[src/rtl/core/gflt_pkg.sv]
// Shared types and constants for the GF(2^W) log/antilog multiply-divide core.
package gflt_pkg;

    localparam int FIELD_BITS  = 8;
    localparam int DATA_BITS   = 8;
    localparam int POLY_BITS   = 9;
    localparam int FIELD_SIZE  = 1 << FIELD_BITS;
    localparam int FIELD_ORDER = FIELD_SIZE - 1;

    localparam int QUEUE_DEPTH = 4;
    localparam int QPTR_BITS   = $clog2(QUEUE_DEPTH);
    localparam int QCNT_BITS   = $clog2(QUEUE_DEPTH + 1);

    typedef logic [FIELD_BITS-1:0] elem_t;
    typedef logic [FIELD_BITS:0]   elem_wide_t;
    typedef logic [POLY_BITS-1:0]  cfg_poly_t;
    typedef logic [DATA_BITS-1:0]  data_t;

    localparam cfg_poly_t  POLY_RESET    = cfg_poly_t'(285);
    localparam elem_wide_t ORDER_WIDE    = elem_wide_t'(FIELD_ORDER);
    localparam elem_t      LAST_STEP     = elem_t'(FIELD_ORDER - 1);
    localparam elem_t      FIELD_ONES    = elem_t'(FIELD_ORDER);

    localparam logic FUNC_MUL = 1'b0;
    localparam logic FUNC_DIV = 1'b1;

    typedef enum logic [1:0] {
        KIND_MUL,
        KIND_DIV,
        KIND_ZERO,
        KIND_DIV_ZERO
    } op_kind_t;

    typedef struct packed {
        op_kind_t kind;
        elem_t    left;
        elem_t    right;
    } op_t;

    typedef struct packed {
        logic valid;
        op_t  op;
    } op_head_t;

    typedef struct packed {
        data_t value;
        logic  dbz;
    } result_t;

    typedef struct packed {
        elem_t log_addr_a;
        elem_t log_addr_b;
        elem_t alog_addr;
    } lookup_req_t;

    typedef struct packed {
        elem_t log_a;
        elem_t log_b;
        elem_t alog;
    } lookup_rsp_t;

endpackage

[src/rtl/core/gflt_front.sv]
// Input side: accepts transactions, classifies them and holds them in a short queue.
module gflt_front (
    input  logic            clk,
    input  logic            rst_n,
    input  logic            push,
    output logic            full,
    input  logic            func,
    input  gflt_pkg::data_t left_value,
    input  gflt_pkg::data_t right_value,
    input  logic            tables_ready,
    input  logic            head_pop,
    output gflt_pkg::op_head_t head
);
    import gflt_pkg::*;

    op_t                  queue_mem [QUEUE_DEPTH];
    logic [QPTR_BITS-1:0] wr_ptr_reg, wr_ptr_next;
    logic [QPTR_BITS-1:0] rd_ptr_reg, rd_ptr_next;
    logic [QCNT_BITS-1:0] count_reg, count_next;
    logic                 queue_full;
    logic                 do_push;
    logic                 do_pop;
    op_t                  op_in;
    elem_t                a_elem;
    elem_t                b_elem;

    assign a_elem = elem_t'(left_value);
    assign b_elem = elem_t'(right_value);

    always_comb
    begin
        op_in.left  = a_elem;
        op_in.right = b_elem;
        if (func == FUNC_MUL)
        begin
            op_in.kind = (a_elem == '0 || b_elem == '0) ? KIND_ZERO : KIND_MUL;
        end
        else if (a_elem == '0)
        begin
            op_in.kind = KIND_ZERO;
        end
        else if (b_elem == '0)
        begin
            op_in.kind = KIND_DIV_ZERO;
        end
        else
        begin
            op_in.kind = KIND_DIV;
        end
    end

    assign queue_full = (count_reg == QCNT_BITS'(QUEUE_DEPTH));
    // Held off while the tables are being built
    assign full       = queue_full || !tables_ready;
    assign do_push    = push && !full;
    assign head.valid = (count_reg != '0);
    assign head.op    = queue_mem[rd_ptr_reg];
    assign do_pop     = head_pop && head.valid;

    always_comb
    begin
        wr_ptr_next = do_push ? wr_ptr_reg + 1'b1 : wr_ptr_reg;
        rd_ptr_next = do_pop ? rd_ptr_reg + 1'b1 : rd_ptr_reg;
        count_next  = count_reg;
        if (do_push && !do_pop)
        begin
            count_next = count_reg + 1'b1;
        end
        else if (do_pop && !do_push)
        begin
            count_next = count_reg - 1'b1;
        end
    end

    always_ff @(posedge clk or negedge rst_n)
    begin
        if (!rst_n)
        begin
            wr_ptr_reg <= '0;
            rd_ptr_reg <= '0;
            count_reg  <= '0;
        end
        else
        begin
            wr_ptr_reg <= wr_ptr_next;
            rd_ptr_reg <= rd_ptr_next;
            count_reg  <= count_next;
        end
    end

    always_ff @(posedge clk)
    begin
        if (do_push)
        begin
            queue_mem[wr_ptr_reg] <= op_in;
        end
    end

endmodule

[config.mk]
export PLATFORM = sky130hd
export DESIGN_NAME = gflt_front
export DESIGN_NICKNAME = d
export VERILOG_FILES = /design/src/rtl/core/gflt_pkg.sv /design/src/rtl/core/gflt_front.sv
export SDC_FILE = /design/constraint.sdc
export NUM_CORES = 1
export LEC_CHECK = 0
export BUFFER_PORTS_ARGS = -buffer_cell sky130_fd_sc_hd__buf_2
export CAP_MARGIN = 20
export CORE_MARGIN = 4
export CORE_UTILIZATION = 38
export CTS_CLUSTER_SIZE = 25
export DETAILED_ROUTE_END_ITERATION = 8
export PLACE_DENSITY = 0.62
export SYNTH_ARGS = -nofsm -noshare
export SYNTH_HDL_FRONTEND = slang
export SYNTH_SLANG_ARGS = --single-unit
[constraint.sdc]
create_clock -name clk -period 2.73 [get_ports clk]
set_input_delay 0.273 -clock clk [delete_from_list [all_inputs] [get_ports clk]]
set_output_delay 0.273 -clock clk [all_outputs]
set_load 0.005 [all_outputs]
==> impl_results.md <==
* CP Cell Sequence: buf_4 > mux4_2 > buf_2
* P&R area growth vs syn at 17.62%
* Power per cell area at 931.4 nW/um^2
* Sequential Power Share at a little under half
* WP depth at 3
* Routed vias/inst at just under 5
* Slowest stage delay, CP at slightly below 600 ps
* CTS sink count at between 70 and 80
* Hold Path Class: input port to register
* Max reg flops at 72
* Drt wl/cell at about 18 um
* CP startpoint kind: register
* Internal power at ~0.0024 W
* Status: finished clean
* CP top delay family: multiplexers
* CP arrival at roughly 1800 ps
* DRC viols at 0
* Synth warnings at 0
* CP Buf/Inv Count at 2
* Worst hold endpoint: queue_mem[1][9]
* Crit end category: primary output
* CTS tree: done
* Skew final at about 7.3 ps
* Clock Path Buffers at 2
* Post_cts resized at 0
* DRT iter0 DRCs at 80
* Syn Inst Count at ~140
* Final Slew Violations at 0
* Sw Share at approximately 28%
* Fin crit period at roughly 2100 ps
* Most numerous cell in the Yosys netlist: edfxtp_1
* Net count, final at 222
* Crit path max fanout at 18
* Synth Net Count at roughly 170
* Vias in the first global route at 1675
* Worst Tran Pin Value at 377.5 ps
* H-tree levels at 3
* Inserted Diodes at 0
* Ranking of synthesized cells by area: edfxtp_1, mux4_2, dfrtp_1
* Final Hold Viols at 0
* Die X at slightly below 100 um
* Synth Flop Type: edfxtp_1
* Setup_tns at 0 ps
* Max-cap viol count at 0
* Post-route ant nets at 0
* Number of synthesized register bits at 79
* Yosys top cell area share at 70.30%
* IO Count at 42
* Core Area at around 8000 um^2
* Post-DP HPWL at around 3500 um
* Post-synth ARST share at under 10%
* RR Endpoint: count_reg[2]
* Synthesized area per cell at between 20 and 25 um^2
* Hold Path Cell Cnt at 1
* Synth cell types at 22
* DR vias at 1454
* RSZ-0062 raised after global routing: no
* CP required at roughly 2500 ps
* Top post-synthesis cells by count: edfxtp_1, mux4_2, dfrtp_1
* Postcts setup bufs at 0
* Slew HR at around 75%
* P_leak at 1.276 nW
* # rows at 32
* Remaining global-route overflow at 0
* Worst reg2reg setup slack at 630 ps
* Num CTS Buffers at 9
* Post-synth EDFFs at 72
* Period utilization at between 70% and 80%
* All-Layer GR Usage at 12.43%
* Post-synth top area cell: edfxtp_1
* Switch Pwr at about 0.00094 W
* Clock transition at path regs at 80 ps
* CP max stage cell: mux4_2
* Final Util at 46.33%
* Fmax at around 470 MHz
* Reg-to-reg critical path startpoint: count_reg[0]
* Initial antenna violation count at 0
* Final instance area at between 3000 and 4000 um^2
* Largest net degree at the start of global routing at 19
* Layout cells sized above 1 at 43.22%
* Post-synthesis sequential area ratio at between 70 and 80%
* VDD IR max at between 0.5 and 0.6 mV
* Global-route wire length before repair at 8983 um
* Synth Cell Area at 3075 um^2
* Root buf cell: clkbuf_8
* Die area at roughly 9600 um^2
* Total Wirelength at roughly 5400 um
* Skew-Pair Late Insertion Delay at roughly 330 ps
* Setup violations, final at 0
* Global placer's final weighted congestion at 0.7465
* Input/output buffers at 41
* Logic pwr share at roughly 28%
* Setup Crit Path Kind: register to primary output
* Worst-case reg-to-reg path depth at 8
* Post-DP Area at approximately 3400 um^2
* Die height at between 90 and 100 um
* Hold slack at ~160 ps
* Starting density of the core at between 30 and 40%
* Clk network pwr share at about a quarter
* Pre-Repair DR Iteration Count at 4
* Hold Startpoint: left_value[1]
==> power by group through the flow <==
stage / Clock [W] / Combinational (W) / Sequential (W)
after floorplan: 0 / 0.000680 / 0.00159
after detailed placement: 0 / 0.000980 / 0.00162
after CTS: 0.000853 / 0.000986 / 0.00160
final: 0.000824 / 0.000950 / 0.00159
after global placement: 0 / 0.000965 / 0.00162
after global routing: 0.000914 / 0.00106 / 0.00162
==> kinds of logic (layout without fill, tap and decap cells) <==
kind of cell | Yosys count | after routing | synth area share, %
AOI/OAI and AO/OA | 1 | 1 | 0.2848
xor gates and xnor gates | 6 | 6 | 1.709
DFF | 79 | 79 | 76.00
muxes | 20 | 20 | 14.04
and+or+nand+nor | 20 | 20 | 3.784
adders and majority gates | 6 | 6 | 2.685
buffers and inverters | 7 | 67 | 1.505
==> final cells by class <==
class                      count  area [um^2]
multi-input combinational     53        691.9
sequential                    79         2337
clock buffer                  10        127.6
inverter                       3        11.26
clock inverter                 6        61.31
fill                         658         4190
tap                          102        127.6
timing repair buffer          48        260.3
==> placed cells by master (no fill, tap or decap), drive strengths merged, types with 2 or more instances in the layout <==
cell,netlist,routed
edfxtp,72,72
buf,4,47
mux4,18,18
clkbuf,0,10
dfrtp,7,7
nand2,7,7
and2,5,5
ha,5,5
clkinv,0,5
nor4,4,4
xnor2,4,4
inv,3,3
xor2,2,2
nor2,2,2
mux2,2,2
==> worst max-delay path by stage <==
stage,start,to
6_report,rd_ptr_reg[0],head[1]
5_1_grt,rd_ptr_reg[0],head[1]
4_1_cts,rd_ptr_reg[0],head[0]
3_5_place_dp,count_reg[0],count_reg[2]
3_3_place_gp,count_reg[0],count_reg[2]
2_1_floorplan,count_reg[0],count_reg[2]
==> routing by layer <==
layer  wire [um]  GRT usage (%)  vias to the layer above
met5           0              0                        -
met4          65          5.431                        0
met3         231          3.143                        8
met2        2671          20.00                       37
met1        2445          16.02                      739
li1            -              -                      670
==> what timing repair did <==
| action | in CTS | in global routing |
|---|---|---|
| setup endpoints to repair | 0 | 0 |
| hold buffers | 1 | 0 |
| endpoints found under the hold margin | 7 | 0 |
==> through the flow <==
step           worst slack (ps)  power (W)  cells
2_1_floorplan             742.0   0.002265    139
5_1_grt                   489.6   0.003591    301
6_report                  613.2   0.003369    301
4_1_cts                   556.5   0.003438    301
3_5_place_dp              641.8   0.002605    284
3_3_place_gp              672.6   0.002584    284
Note: power is estimated with default switching activity, not from simulation.
