<file path="config.mk">
export PLATFORM = sky130hd
export DESIGN_NAME = gflt_tables
export DESIGN_NICKNAME = d
export VERILOG_FILES = /design/src/rtl/core/gflt_pkg.sv /design/src/rtl/core/gflt_tables.sv
export SDC_FILE = /design/constraint.sdc
export NUM_CORES = 2
export LEC_CHECK = 0
export BUFFER_PORTS_ARGS = -buffer_cell sky130_fd_sc_hd__buf_2
export CAP_MARGIN = 15
export CORE_AREA = 2 2 676 678
export DETAILED_ROUTE_END_ITERATION = 10
export DIE_AREA = 0 0 678 680
export SYNTH_ARGS = -nofsm -noshare
export SYNTH_HDL_FRONTEND = slang
export SYNTH_SLANG_ARGS = --single-unit
</file>
<file path="constraint.sdc">
create_clock -name clk -period 5.4 [get_ports clk]
set_clock_uncertainty 0.2 [all_clocks]
set_input_delay 0.54 -clock clk [delete_from_list [all_inputs] [get_ports clk]]
set_output_delay 0.54 -clock clk [all_outputs]
set_load 0.01 [all_outputs]
</file>
<file path="src/rtl/core/gflt_pkg.sv">
// Shared types and constants for the GF(2^W) log/antilog multiply-divide core.
package gflt_pkg;

    localparam int FIELD_BITS  = 8;
    localparam int DATA_BITS   = 8;
    localparam int POLY_BITS   = 9;
    localparam int FIELD_SIZE  = 1 << FIELD_BITS;
    localparam int FIELD_ORDER = FIELD_SIZE - 1;

    localparam int QUEUE_DEPTH = 4;
    localparam int QPTR_BITS   = $clog2(QUEUE_DEPTH);
    localparam int QCNT_BITS   = $clog2(QUEUE_DEPTH + 1);

    typedef logic [FIELD_BITS-1:0] elem_t;
    typedef logic [FIELD_BITS:0]   elem_wide_t;
    typedef logic [POLY_BITS-1:0]  cfg_poly_t;
    typedef logic [DATA_BITS-1:0]  data_t;

    localparam cfg_poly_t  POLY_RESET    = cfg_poly_t'(285);
    localparam elem_wide_t ORDER_WIDE    = elem_wide_t'(FIELD_ORDER);
    localparam elem_t      LAST_STEP     = elem_t'(FIELD_ORDER - 1);
    localparam elem_t      FIELD_ONES    = elem_t'(FIELD_ORDER);

    localparam logic FUNC_MUL = 1'b0;
    localparam logic FUNC_DIV = 1'b1;

    typedef enum logic [1:0] {
        KIND_MUL,
        KIND_DIV,
        KIND_ZERO,
        KIND_DIV_ZERO
    } op_kind_t;

    typedef struct packed {
        op_kind_t kind;
        elem_t    left;
        elem_t    right;
    } op_t;

    typedef struct packed {
        logic valid;
        op_t  op;
    } op_head_t;

    typedef struct packed {
        data_t value;
        logic  dbz;
    } result_t;

    typedef struct packed {
        elem_t log_addr_a;
        elem_t log_addr_b;
        elem_t alog_addr;
    } lookup_req_t;

    typedef struct packed {
        elem_t log_a;
        elem_t log_b;
        elem_t alog;
    } lookup_rsp_t;

endpackage

</file>
<file path="src/rtl/core/gflt_tables.sv">
// Log and antilog tables with the sequencer that builds them from the field polynomial.
module gflt_tables (
    input  logic                  clk,
    input  logic                  rst_n,
    input  logic                  cfg_write,
    input  gflt_pkg::cfg_poly_t   cfg_data,
    input  gflt_pkg::lookup_req_t req,
    output gflt_pkg::lookup_rsp_t rsp,
    output logic                  tables_ready
);
    import gflt_pkg::*;

    typedef enum logic {
        ST_BUILD,
        ST_READY
    } state_t;

    state_t                state_reg;
    cfg_poly_t             poly_reg;
    elem_t                 step_reg;
    elem_t                 elem_reg;
    elem_t                 elem_next;
    logic [FIELD_SIZE-1:0] log_vld_reg;
    elem_wide_t            poly_wide;
    elem_wide_t            shifted;

    elem_t                 log_mem  [FIELD_SIZE];
    elem_t                 alog_mem [FIELD_SIZE];
    elem_t                 log_a_reg;
    elem_t                 log_b_reg;
    logic                  vld_a_reg;
    logic                  vld_b_reg;
    elem_t                 alog_reg;

    assign poly_wide = elem_wide_t'(poly_reg);

    // One doubling step with reduction
    always_comb
    begin
        shifted = {elem_reg, 1'b0};
        if (shifted[FIELD_BITS])
        begin
            shifted = shifted ^ poly_wide;
        end
        elem_next = shifted[FIELD_BITS-1:0];
    end

    always_ff @(posedge clk or negedge rst_n)
    begin
        if (!rst_n)
        begin
            state_reg   <= ST_BUILD;
            poly_reg    <= POLY_RESET;
            step_reg    <= '0;
            elem_reg    <= elem_t'(1);
            log_vld_reg <= '0;
        end
        else if (cfg_write)
        begin
            state_reg   <= ST_BUILD;
            poly_reg    <= cfg_data;
            step_reg    <= '0;
            elem_reg    <= elem_t'(1);
            log_vld_reg <= '0;
        end
        else
        begin
            unique case (state_reg)
                ST_BUILD:
                begin
                    log_vld_reg[elem_reg] <= 1'b1;
                    step_reg              <= step_reg + 1'b1;
                    elem_reg              <= elem_next;
                    if (step_reg == LAST_STEP)
                    begin
                        state_reg <= ST_READY;
                    end
                end
                ST_READY:
                begin
                    state_reg <= ST_READY;
                end
                default:
                begin
                    state_reg <= ST_BUILD;
                end
            endcase
        end
    end

    assign tables_ready = (state_reg == ST_READY);

    always_ff @(posedge clk)
    begin
        if (state_reg == ST_BUILD)
        begin
            log_mem[elem_reg]  <= step_reg;
            alog_mem[step_reg] <= elem_reg;
        end
        log_a_reg <= log_mem[req.log_addr_a];
        log_b_reg <= log_mem[req.log_addr_b];
        vld_a_reg <= log_vld_reg[req.log_addr_a];
        vld_b_reg <= log_vld_reg[req.log_addr_b];
        alog_reg  <= alog_mem[req.alog_addr];
    end

    // Elements the build never reached have logarithm zero
    assign rsp.log_a = vld_a_reg ? log_a_reg : '0;
    assign rsp.log_b = vld_b_reg ? log_b_reg : '0;
    assign rsp.alog  = alog_reg;

endmodule

</file>
==> flow_metrics.env <==
export IMPL_syn_cell_area_sq_um=189800
export IMPL_synth_seq_area_share_pct=68.78
export IMPL_fmax_ghz=0.2473
export IMPL_synth_avg_cell_area_sq_um=19.47
export IMPL_grt_antenna_before_repair=31
export IMPL_drv_slew=0
export IMPL_die_y_um=680
export IMPL_synth_top_area_share_pct=64.80
export IMPL_fin_nets=10200
export IMPL_port_buffers=59
export IMPL_cp_buffers_inverters=2
export IMPL_gr_total_overflow=0
export IMPL_hp_class="input pin to register"
export IMPL_die_x_um=678
export IMPL_status="completed"
export IMPL_grt_max_degree=257
export IMPL_worst_slack_ns=1.357
export IMPL_rsz0062_at_grt="no"
export IMPL_grt_pass1_vias=106000
export IMPL_p_per_area_nw_per_um2=345.4
export IMPL_crit_type="register to register"
export IMPL_relSlewSlack_pct=2.002
export IMPL_ys_top_cells_by_count="4,096 x edfxtp_1, 1,677 x mux4_2, 1,134 x nor2_1"
export IMPL_io_pins=61
export IMPL_cpLargestDelayFamily="simple AND/OR/NAND/NOR gates"
export IMPL_yosysWarnings=0
export IMPL_synth_edf_count=4096
export IMPL_drt_initial_drc_count=13010
export IMPL_nFillCells=37520
export IMPL_gr_max_usage_layer="met2"
export IMPL_dp_cells=15670
export IMPL_cp_max_fo=58
export IMPL_critPathCaptureType="register"
export IMPL_numCtsBuffers=456
export IMPL_met2_usage_pct=39.21
export IMPL_dpl_cell_area_sq_um=198900
export IMPL_grt_pass1_wl_mm=793.6
export IMPL_hold_buffers=18
export IMPL_vdd_drop_max_mv=0.3271
export IMPL_drt_wl_total_mm=559.9
export IMPL_crit_path_max_incr_delay_ns=0.91
export IMPL_syn2layout_area_growth_pct=12.95
export IMPL_drtAntennaViolNets=0
export IMPL_min_period_ns=4.043
export IMPL_synth_nets=9790
export IMPL_insertion_delay_ns=1.04
export IMPL_setup_viol=0
export IMPL_layoutNonFillerInstCount=16560
export IMPL_required_ns=5.94
export IMPL_min_from="req[7]"
export IMPL_use_met1_pct=31.81
export IMPL_worstSetupStartpointType="register"
export IMPL_whs_ns=0.1481
export IMPL_place_gp_congestion=0.8666
export IMPL_synth_flop_cell="edfxtp_1"
export IMPL_final_cell_area_sq_um=214400
export IMPL_cts_root_buf="clkbuf_16"
export IMPL_post_place_ws_ns=0.9327
export IMPL_synthDistinctLibCells=70
export IMPL_p_leak_nw=69.80
export IMPL_cts_tree="built"
export IMPL_start_util_pct=41.79
export IMPL_rr_startpoint="elem_reg[2]$_DFFE_PN0P_"
export IMPL_setup_worst_path_start="elem_reg[2]$_DFFE_PN0P_"
export IMPL_hold_violations=0
export IMPL_drv_cap=0
export IMPL_netlist_instances=9750
export IMPL_synth_most_common_cell="edfxtp_1"
export IMPL_worstPathArrival_ns=4.59
export IMPL_worst_path_most_repeated_cell="buf_4"
export IMPL_h_tree_depth=5
export IMPL_drc_errors=0
export IMPL_dr_pass1_iters=6
export IMPL_routedWlPerCell_um=33.81
export IMPL_clock_sinks=4403
export IMPL_worst_path_max_delay_cell="dfrtp_4"
export IMPL_dpl_hpwl_mm=354.9
export IMPL_viasPerCell=6.227
export IMPL_grtUsageTotal_pct=23.95
export IMPL_post_route_period_util_pct=74.87
export IMPL_yosysTopAreaCell="edfxtp_1"
export IMPL_finalCoreUtilization_pct=47.19
export IMPL_vias=103100
export IMPL_yosys_register_bits=4403
export IMPL_num_rows=248
export IMPL_core_area_sq_um=454300
export IMPL_cts_buffer_depth=4
export IMPL_fin_setup_tns_ns=0
export IMPL_synth_area_leaders="edfxtp_1 65%, mux4_2 20%, dfrtp_1 3.6%, mux2i_1 2.3%, nor2_1 2.2%"
export IMPL_crit_chain="nand4_1, or2_2, buf_4, nor2_1, buf_4"
export IMPL_globalRouteMet3Util_pct=4.020
export IMPL_worst_pin_slew_ns=1.470
export IMPL_async_reset_ff_share_pct=6.382
export IMPL_power_mw=74.06
export IMPL_dieArea_sq_um=461000
export IMPL_post_cts_buffers=0
export IMPL_clk_pin_slew_ns=0.06
export IMPL_cts_resized=0
export IMPL_drive_above_1_share_pct=29.12
==> power by group <==
part	switching, mW	total (mW)	internal (mW)
registers	0.119	37.3	37.2
logic	2.90	4.69	1.79
clock network	13.5	32.1	18.6
total	16.5	74.1	57.5
==> cell usage in the layout, fill, tap and decap left out, types with 11 or more instances in the layout <==
master / Yosys / final
edfxtp_1: 4096 / 4096
mux4_2: 1677 / 1677
nor2_1: 1134 / 1127
buf_4: 72 / 492
clkbuf_16: 0 / 461
mux2i_1: 442 / 442
dfrtp_1: 276 / 260
nand2_1: 242 / 235
a21oi_1: 150 / 150
o22ai_1: 117 / 117
o221ai_1: 110 / 110
a211oi_1: 101 / 101
clkbuf_1: 288 / 101
o21ai_0: 90 / 90
clkinv_1: 2 / 84
clkinv_2: 0 / 77
a22o_1: 62 / 62
buf_12: 3 / 61
a22oi_1: 60 / 60
nor2b_1: 62 / 53
bufinv_16: 0 / 51
nand3_1: 47 / 47
buf_2: 172 / 47
a221oi_1: 41 / 41
nor3_1: 42 / 40
clkbuf_8: 0 / 32
a31oi_1: 31 / 31
and2_1: 29 / 29
dfxtp_1: 26 / 26
mux2_2: 25 / 25
or2_2: 21 / 21
clkinvlp_4: 0 / 19
o31ai_1: 18 / 18
dlygate4sd3_1: 0 / 17
dfrtp_4: 0 / 15
nand2b_1: 16 / 13
xor2_1: 12 / 12
a2111oi_0: 11 / 11
==> worst register-to-register path, delay by kind of cell, from the launching register on <==
| kind | cells | cell delay [ns] |
|---|---|---|
| DFF | 1 | 0.91 |
| buffers and inverters | 2 | 0.62 |
| and+or+nand+nor | 3 | 2.07 |
==> final timing paths <==
| check | endpoint | slack, ns | cells after the start |
|---|---|---|---|
| worst max register to register | log_mem[31][4]$_DFFE_PP_ | 1.36 | 5 |
| worst max-delay path | log_mem[31][4]$_DFFE_PP_ | 1.36 | 5 |
| max in group asynchronous | elem_reg[7]$_DFFE_PN0P_ | 3.48 | 4 |
| worst min register to register | elem_reg[0]$_DFFE_PN1P_ | 0.31 | 2 |
| min in group asynchronous | log_vld_reg[61]$_DFFE_PN0P_ | 0.54 | 4 |
| worst min-delay path | alog_reg[6]$_DFF_P_ | 0.15 | 5 |
==> layer usage <==
| layer | up-vias | share of wire (%) | wire length [um] |
|---|---|---|---|
| li1 | 41500 | - | - |
| met1 | 55240 | 38 | 213300 |
| met2 | 5311 | 48 | 271100 |
| met3 | 1071 | 8.5 | 47680 |
| met4 | 14 | 4.9 | 27690 |
| met5 | - | 0.016 | 92 |
==> final cells by class <==
type | instances | area, sq um | share of cell area [%]
inverter | 12 | 45.04 | 0.02101
clock inverter | 259 | 2846 | 1.328
timing repair buffer | 635 | 5593 | 2.609
clock buffer | 594 | 12360 | 5.763
sequential | 4403 | 130600 | 60.92
multi-input combinational | 4649 | 55400 | 25.84
tap | 6000 | 7507 | 3.502
antenna | 10 | 25.02 | 0.01167
==> cell families (layout without fill, tap and decap cells) <==
logic type | count (synthesis) | after routing | synth area share (%)
other cells | 0 | 10 | 0
mux | 2145 | 2145 | 22.39
fa+ha+maj | 4 | 4 | 0.02637
simple gates | 1643 | 1643 | 3.565
compound gates | 844 | 844 | 3.093
buf+inv | 698 | 1500 | 2.087
flops | 4403 | 4403 | 68.78
xor+xnor | 13 | 13 | 0.05998
(Power assumes the default switching activity.)
