==> src/rtl/core/gflt_pkg.sv <==
// Shared types and constants for the GF(2^W) log/antilog multiply-divide core.
package gflt_pkg;

    localparam int FIELD_BITS  = 8;
    localparam int DATA_BITS   = 8;
    localparam int POLY_BITS   = 9;
    localparam int FIELD_SIZE  = 1 << FIELD_BITS;
    localparam int FIELD_ORDER = FIELD_SIZE - 1;

    localparam int QUEUE_DEPTH = 4;
    localparam int QPTR_BITS   = $clog2(QUEUE_DEPTH);
    localparam int QCNT_BITS   = $clog2(QUEUE_DEPTH + 1);

    typedef logic [FIELD_BITS-1:0] elem_t;
    typedef logic [FIELD_BITS:0]   elem_wide_t;
    typedef logic [POLY_BITS-1:0]  cfg_poly_t;
    typedef logic [DATA_BITS-1:0]  data_t;

    localparam cfg_poly_t  POLY_RESET    = cfg_poly_t'(285);
    localparam elem_wide_t ORDER_WIDE    = elem_wide_t'(FIELD_ORDER);
    localparam elem_t      LAST_STEP     = elem_t'(FIELD_ORDER - 1);
    localparam elem_t      FIELD_ONES    = elem_t'(FIELD_ORDER);

    localparam logic FUNC_MUL = 1'b0;
    localparam logic FUNC_DIV = 1'b1;

    typedef enum logic [1:0] {
        KIND_MUL,
        KIND_DIV,
        KIND_ZERO,
        KIND_DIV_ZERO
    } op_kind_t;

    typedef struct packed {
        op_kind_t kind;
        elem_t    left;
        elem_t    right;
    } op_t;

    typedef struct packed {
        logic valid;
        op_t  op;
    } op_head_t;

    typedef struct packed {
        data_t value;
        logic  dbz;
    } result_t;

    typedef struct packed {
        elem_t log_addr_a;
        elem_t log_addr_b;
        elem_t alog_addr;
    } lookup_req_t;

    typedef struct packed {
        elem_t log_a;
        elem_t log_b;
        elem_t alog;
    } lookup_rsp_t;

endpackage

==> src/rtl/core/gflt_back.sv <==
// Execution side: log lookups, modular add/subtract, antilog lookup and result queue.
module gflt_back (
    input  logic                  clk,
    input  logic                  rst_n,
    input  gflt_pkg::op_head_t    head,
    output logic                  head_pop,
    output gflt_pkg::lookup_req_t req,
    input  gflt_pkg::lookup_rsp_t rsp,
    output logic                  empty,
    input  logic                  pop,
    output gflt_pkg::data_t       field_result,
    output logic                  divide_by_zero
);
    import gflt_pkg::*;

    logic                 v_s1_reg;
    logic                 v_s2_reg;
    op_kind_t             kind_s1_reg;
    op_kind_t             kind_s2_reg;
    logic [QCNT_BITS-1:0] in_flight;
    logic                 issue;

    elem_wide_t           sum_w;
    elem_wide_t           diff_w;
    result_t              res_s2;

    result_t              out_mem [QUEUE_DEPTH];
    logic [QPTR_BITS-1:0] wr_ptr_reg, wr_ptr_next;
    logic [QPTR_BITS-1:0] rd_ptr_reg, rd_ptr_next;
    logic [QCNT_BITS-1:0] count_reg, count_next;
    logic                 do_pop;

    // Issue only when the result queue has room for everything in flight
    assign in_flight = count_reg + QCNT_BITS'(v_s1_reg) + QCNT_BITS'(v_s2_reg);
    assign issue     = head.valid && (in_flight < QCNT_BITS'(QUEUE_DEPTH));
    assign head_pop  = issue;

    assign req.log_addr_a = head.op.left;
    assign req.log_addr_b = head.op.right;

    always_comb
    begin
        sum_w = {1'b0, rsp.log_a} + {1'b0, rsp.log_b};
        if (sum_w >= ORDER_WIDE)
        begin
            sum_w = sum_w - ORDER_WIDE;
        end
        if (rsp.log_a >= rsp.log_b)
        begin
            diff_w = {1'b0, rsp.log_a} - {1'b0, rsp.log_b};
        end
        else
        begin
            diff_w = {1'b0, rsp.log_a} + ORDER_WIDE - {1'b0, rsp.log_b};
        end
    end

    assign req.alog_addr = (kind_s1_reg == KIND_DIV) ? diff_w[FIELD_BITS-1:0]
                                                     : sum_w[FIELD_BITS-1:0];

    always_ff @(posedge clk or negedge rst_n)
    begin
        if (!rst_n)
        begin
            v_s1_reg <= 1'b0;
            v_s2_reg <= 1'b0;
        end
        else
        begin
            v_s1_reg <= issue;
            v_s2_reg <= v_s1_reg;
        end
    end

    always_ff @(posedge clk)
    begin
        kind_s1_reg <= head.op.kind;
        kind_s2_reg <= kind_s1_reg;
    end

    always_comb
    begin
        case (kind_s2_reg) inside
            KIND_MUL, KIND_DIV:
            begin
                res_s2.value = data_t'(rsp.alog);
                res_s2.dbz   = 1'b0;
            end
            KIND_DIV_ZERO:
            begin
                res_s2.value = data_t'(FIELD_ONES);
                res_s2.dbz   = 1'b1;
            end
            default:
            begin
                res_s2.value = '0;
                res_s2.dbz   = 1'b0;
            end
        endcase
    end

    assign empty          = (count_reg == '0);
    assign field_result   = out_mem[rd_ptr_reg].value;
    assign divide_by_zero = out_mem[rd_ptr_reg].dbz;
    assign do_pop         = pop && !empty;

    always_comb
    begin
        wr_ptr_next = v_s2_reg ? wr_ptr_reg + 1'b1 : wr_ptr_reg;
        rd_ptr_next = do_pop ? rd_ptr_reg + 1'b1 : rd_ptr_reg;
        count_next  = count_reg;
        if (v_s2_reg && !do_pop)
        begin
            count_next = count_reg + 1'b1;
        end
        else if (do_pop && !v_s2_reg)
        begin
            count_next = count_reg - 1'b1;
        end
    end

    always_ff @(posedge clk or negedge rst_n)
    begin
        if (!rst_n)
        begin
            wr_ptr_reg <= '0;
            rd_ptr_reg <= '0;
            count_reg  <= '0;
        end
        else
        begin
            wr_ptr_reg <= wr_ptr_next;
            rd_ptr_reg <= rd_ptr_next;
            count_reg  <= count_next;
        end
    end

    always_ff @(posedge clk)
    begin
        if (v_s2_reg)
        begin
            out_mem[wr_ptr_reg] <= res_s2;
        end
    end

endmodule

==> config.mk <==
export PLATFORM = sky130hd
export DESIGN_NAME = gflt_back
export DESIGN_NICKNAME = d
export VERILOG_FILES = /design/src/rtl/core/gflt_pkg.sv /design/src/rtl/core/gflt_back.sv
export SDC_FILE = /design/constraint.sdc
export NUM_CORES = 1
export LEC_CHECK = 0
export BUFFER_PORTS_ARGS = -buffer_cell sky130_fd_sc_hd__buf_4
export CORE_MARGIN = 1
export CORE_UTILIZATION = 58
export CTS_CLUSTER_DIAMETER = 120
export DETAILED_ROUTE_END_ITERATION = 8
export MAX_ROUTING_LAYER = met4
export PLACE_DENSITY = 0.83
export SLEW_MARGIN = 20
export SYNTH_ARGS = -nofsm -noshare
export SYNTH_HDL_FRONTEND = slang
export SYNTH_SLANG_ARGS = --single-unit
==> constraint.sdc <==
create_clock -name clk -period 5.8 [get_ports clk]
set_input_delay 0.87 -clock clk [delete_from_list [all_inputs] [get_ports clk]]
set_output_delay 0.87 -clock clk [all_outputs]
set_load 0.02 [all_outputs]
==> results.cfg, run 1 <==
[outcome]
outcome = finished, final reports clean

[flow_run]
maxCapViolCount = 0

[die]
die_height_um = 78.1
rows = 27
die_area_um2 = 6090
die_w_um = 78.1
core_area_um2 = 5540
start_util_pct = 60.5
ios = 81

[routing]
drtPass1Iterations = 4
met2_wirelength_um = 3770
drtAntennaViolNets = 0
drc = 0
top_layer_used = met4
totalWireLength_um = 6740
drt_iter0_drc = 105
vias = 2313
met1_length_um = 2490
dr_wl_met3_um = 306
vias_per_cell = 5.87
avgRoutedWirePerCell_um = 17.1

[logic_synthesis]
syn-num-nets = 367
ys_types = 69
yosysWarnings = 0
synth_enable_flop_cells = 36
synth_area_leaders = edfxtp_1, ha_1, dfrtp_1
synth-main-ff-cell = edfxtp_1
seq_area_frac_synth_pct = 41.3
syn_inst = 293
synth_top_cell_area_share_pct = 32.2
synth.largest_area_cell = edfxtp_1
avgSynthCellArea_um2 = 11.4
yosys_register_bits = 49
synthesis.area_um2 = 3350
async_flop_share_pct = 18.4

[global_route]
track_usage_pct = 23.8
grt_pass1_vias = 2397
grt_max_degree = 17
antenna_found_initial = 0
globalRouteOverflowTotal = 0
grt_pass1_wl_um = 10800

[placed_design]
dpl.hpwl_um = 5220
place_congestion = 0.924
io_buffer_count = 48
dp_cells = 386

[clocking]
root_buffer = clkbuf_8
cts_resized = 0
cts_sinks = 49
post_cts_buffers = 0
cts_buffer_depth = 2
cts_hold_buffers = 0
htreeDepth = 2
cts_inserted_buffers = 5
clk_latency_ns = 0.30
clk_pin_slew_ns = 0.09
cts_tree = yes

[setup_path]
worstPathCellList = buf_4 > ha_1 > fa_1 > nand2b_4 > a211oi_2 > o21ai_1 > o211ai_1 > or4_1 > and4b_1 > xnor2_1 > buf_4
setup.worst_path.start_class = input port
worstPathArrival_ns = 3.53
critPathKind = in2out
slowest_delay_ns = 0.57
cp-end-kind = output pin
cp_top_family = simple AND/OR/NAND/NOR gates
cp_max_fo = 12
critical_path.slowest_cell = or4_1
worst-path-buf-inv = 2
critPathRequiredTime_ns = 4.93
crit_path_frequent_cell = buf_4

[finish]
diodes = 0
area_growth_pct = 11.9
drive_above_1_share_pct = 27.0
final_cells = 394
largest_register_ffs = 36
fin_util_pct = 67.8
nets = 395

[pwr]
combPwrFrac_pct = 41.9
power_frac_seq_pct = 38.0
clockPowerShare_pct = 20.0
swShare_pct = 35.5
leakage_nw = 1.55
powerDensity_nw_per_um2 = 378
p_int_w = 0.000915
ir_drop_mv = 0.289
p_sw_w = 0.000503

[timing]
maxSlewHeadroom_pct = 45.2
finalMaxSlewViolations = 0
rsz0062_at_grt = no
hold_viol = 0
setup_viol = 0
fin_crit_ns = 4.40
finalCritPeriodShare_pct = 75.9
max_slew.worst_pin.slew_ns = 0.819
fin_worst_skew_ns = 0.00649
max_clock_freq_mhz = 227
finalSetupTns_ns = 0

[hold_path]
min_path_type = in2async
## Yosys cell counts (all sizes together), types with 4 or more instances
| cell | n |
|---|---|
| mux4 | 9 |
| fa | 4 |
| nand2b | 5 |
| dfrtp | 9 |
| xor2 | 7 |
| a211oi | 5 |
| nand2 | 10 |
| dfxtp | 4 |
| buf | 24 |
| inv | 28 |
| nor2 | 11 |
| xnor2 | 12 |
| ha | 24 |
| o21ai | 20 |
| nor3 | 8 |
| and2 | 6 |
| edfxtp | 36 |
| a21oi | 14 |
| nor2b | 8 |
## through the flow
step                setup WS (ns)  total power, W  instance area, um^2  hold WS (ns)
global placement             1.49         0.00110                 3620         0.355
detailed placement           1.42         0.00113                 3620         0.363
finish                       1.40         0.00142                 3750         0.371
floorplan                    1.75        0.000953                 3350         0.344
CTS                          1.42         0.00143                 3750         0.372
global route                 1.19         0.00149                 3750         0.379
## cell type report
type	count	area (um^2)
Clock inverter	3	68.8
Clock buffer	5	68.8
Fill cell	428	1790
Inverter	28	105
Sequential cell	49	1390
Tap cell	72	90.1
Timing Repair Buffer	48	360
Multi-Input combinational cell	189	1680
## metal layers
| layer | track usage [%] | vias up |
|---|---|---|
| met4 | 10.4 | 0 |
| met1 | 23.8 | 1114 |
| met3 | 2.91 | 20 |
| met5 | - | - |
| met2 | 45.8 | 87 |
| li1 | - | 1092 |
## final timing paths
check / start / to / slack (ns) / cells past startpoint
setup reg to reg: count_reg[1] / count_reg[2] / 3.52 / 8
hold reg to reg: kind_s1_reg[0] / kind_s2_reg[0] / 0.37 / 0
max in group asynchronous: rst_n / v_s1_reg / 5.29 / 1
min in group clk: kind_s1_reg[0] / kind_s2_reg[0] / 0.37 / 0
hold / removal: rst_n / rd_ptr_reg[1] / 0.37 / 1
setup / recovery: rsp[8] / req[3] / 1.40 / 11
## placed cells by master (no fill, tap or decap), types with 4 or more instances in the layout
cell	netlist	layout
nand2b_1	4	4
a21oi_1	12	12
o21ai_0	15	15
edfxtp_1	36	36
nand2_1	10	10
and2_1	5	5
o21ai_1	5	5
dfrtp_1	9	9
ha_1	24	24
dfxtp_1	4	4
nor2b_1	6	6
clkbuf_8	0	5
nor2_1	10	10
buf_4	18	48
xnor2_1	12	12
inv_1	28	28
fa_1	4	4
xor2_1	5	5
mux4_2	9	9
nor3_1	6	6
## power by group through the flow
stage	registers (W)	logic, W	clock network (W)
final	0.000539	0.000595	0.000284
after floorplan	0.000498	0.000454	0
after global placement	0.000541	0.000563	0
after detailed placement	0.000548	0.000585	0
after CTS	0.000541	0.000598	0.000286
after global routing	0.000550	0.000642	0.000296
## logic make-up (layout without fill, tap and decap cells)
group,count (synthesis),in the layout,share of synthesized area (%)
muxes,15,15,7.94
xor gates and xnor gates,19,19,5.41
AOI/OAI and AO/OA,64,64,13.8
adders and majority gates,28,28,11.3
DFF,49,49,41.3
buffers and inverters,55,84,8.73
and+or+nand+nor,63,63,11.4
No activity file was read; power rests on OpenSTA's default activity.
==> run 2, diff against run 1 <==
- CORE_UTILIZATION: 58 -> 54
- PLACE_DENSITY: 0.83 -> 0.77
- clock period: 5.8 -> 4.4 ns (I/O delays scaled with it)
==> results.cfg, run 2 (same netlist as run 1, synthesis figures left out) <==
[die]
core_area_um2 = 5960
ios = 81
start_util_pct = 56.3
rows = 28
die_w_um = 80.8
die_height_um = 80.8
die_area_um2 = 6530

[pwr]
powerDensity_nw_per_um2 = 467
swShare_pct = 37.1
power_frac_seq_pct = 40.6
p_sw_w = 0.000646
leakage_nw = 1.54
ir_drop_mv = 0.289
combPwrFrac_pct = 43.7
clockPowerShare_pct = 15.7
p_int_w = 0.00109

[timing]
finalSetupTns_ns = 0
finalCritPeriodShare_pct = 91.9
rsz0062_at_grt = no
fin_worst_skew_ns = 0.0119
finalMaxSlewViolations = 0
setup_viol = 0
maxSlewHeadroom_pct = 56.0
setup_ws_ns = 0.357
max_slew.worst_pin.slew_ns = 0.661
fin_crit_ns = 4.04
hold_viol = 0
max_clock_freq_mhz = 247

[global_route]
globalRouteOverflowTotal = 0
grt_max_degree = 19
antenna_found_initial = 0
track_usage_pct = 21.9
grt_pass1_vias = 2217
grt_pass1_wl_um = 10300

[setup_path]
worst-path-buf-inv = 2
worstPathCellList = buf_4 > ha_1 > fa_1 > nor2b_1 > o21ai_1 > a211oi_1 > nor3_1 > o311ai_0 > o211ai_1 > xor2_1 > a21oi_1 > buf_4
cp-end-kind = output pin
critical_path.slowest_cell = o311ai_0
critPathKind = in2out
worstPathArrival_ns = 3.38
crit_path_frequent_cell = buf_4
slowest_delay_ns = 0.58
cp_max_fo = 3
cp_top_family = compound AO/OA/AOI/OAI gates
setup.worst_path.start_class = input port
critPathRequiredTime_ns = 3.74

[clocking]
htreeDepth = 2
cts_tree = yes
post_cts_buffers = 0
cts_sinks = 49
cts_inserted_buffers = 5
clk_pin_slew_ns = 0.10
clk_latency_ns = 0.30
cts_hold_buffers = 0
cts_resized = 0
root_buffer = clkbuf_8
cts_buffer_depth = 2

[hold_path]
min_path_type = in2async

[finish]
largest_register_ffs = 36
diodes = 0
area_growth_pct = 11.1
final_common_cell = buf_4
layout_common_cells = buf_4, edfxtp_1, inv_1
nets = 396
fin_util_pct = 62.6
drive_above_1_share_pct = 27.2

[routing]
drt_iter0_drc = 96
avgRoutedWirePerCell_um = 15.9
drtPass1Iterations = 4
drtAntennaViolNets = 0
drc = 0
totalWireLength_um = 6310
vias_per_cell = 5.65
vias = 2247

[placed_design]
io_buffer_count = 48
place_ws_ns = 0.396
place_congestion = 0.912
dpl.hpwl_um = 4860

[flow_run]
maxCapViolCount = 0

[outcome]
outcome = finished, final reports clean
## run 2: cell count changes in the layout (fill, tap and decap cells not counted)
cell	before	now
clkinv_4	0	1
buf_4	48	49
bufinv_16	2	0
inv_8	0	1
## run 2: routing by layer
| layer | share of wire (%) | track usage (%) |
|---|---|---|
| met4 | 3.0 | 9.64 |
| met3 | 3.7 | 3.15 |
| met1 | 40 | 24.7 |
| met5 | 0 | - |
| met2 | 53 | 38.4 |
## run 2: stage by stage
stage	instances	cell area (um^2)	total power (W)	hold slack, ns
global placement	390	3630	0.00146	0.356
detailed placement	390	3630	0.00148	0.358
global route	398	3730	0.00185	0.152
floorplan	293	3350	0.00126	0.344
finish	398	3730	0.00174	0.155
CTS	398	3730	0.00176	0.151
## run 2: power by group through the flow
stage	sequential, W	combinational [W]	clock, W
after global routing	0.000723	0.000838	0.000293
after floorplan	0.000657	0.000599	0
final	0.000705	0.000760	0.000273
after global placement	0.000712	0.000746	0
after CTS	0.000709	0.000768	0.000279
after detailed placement	0.000720	0.000764	0
## run 2: area by class of cell
class / count / area [um^2]
Timing Repair Buffer: 49 / 368
Clock buffer: 5 / 68.8
Sequential cell: 49 / 1390
Tap cell: 75 / 93.8
Clock inverter: 3 / 28.8
Multi-Input combinational cell: 189 / 1680
Fill cell: 481 / 2230
Inverter: 28 / 105
## run 2: worst paths after layout
kind                                start             end  slack (ns)  cells past startpoint
min in group clk           kind_s1_reg[1]  kind_s2_reg[1]        0.37                      0
max reg2reg                  count_reg[1]    count_reg[2]        2.33                      8
min reg2reg                kind_s1_reg[1]  kind_s2_reg[1]        0.37                      0
max                                rsp[8]          req[7]        0.36                     12
min                                 rst_n    count_reg[1]        0.16                      1
max in group asynchronous           rst_n   wr_ptr_reg[0]        4.10                      1
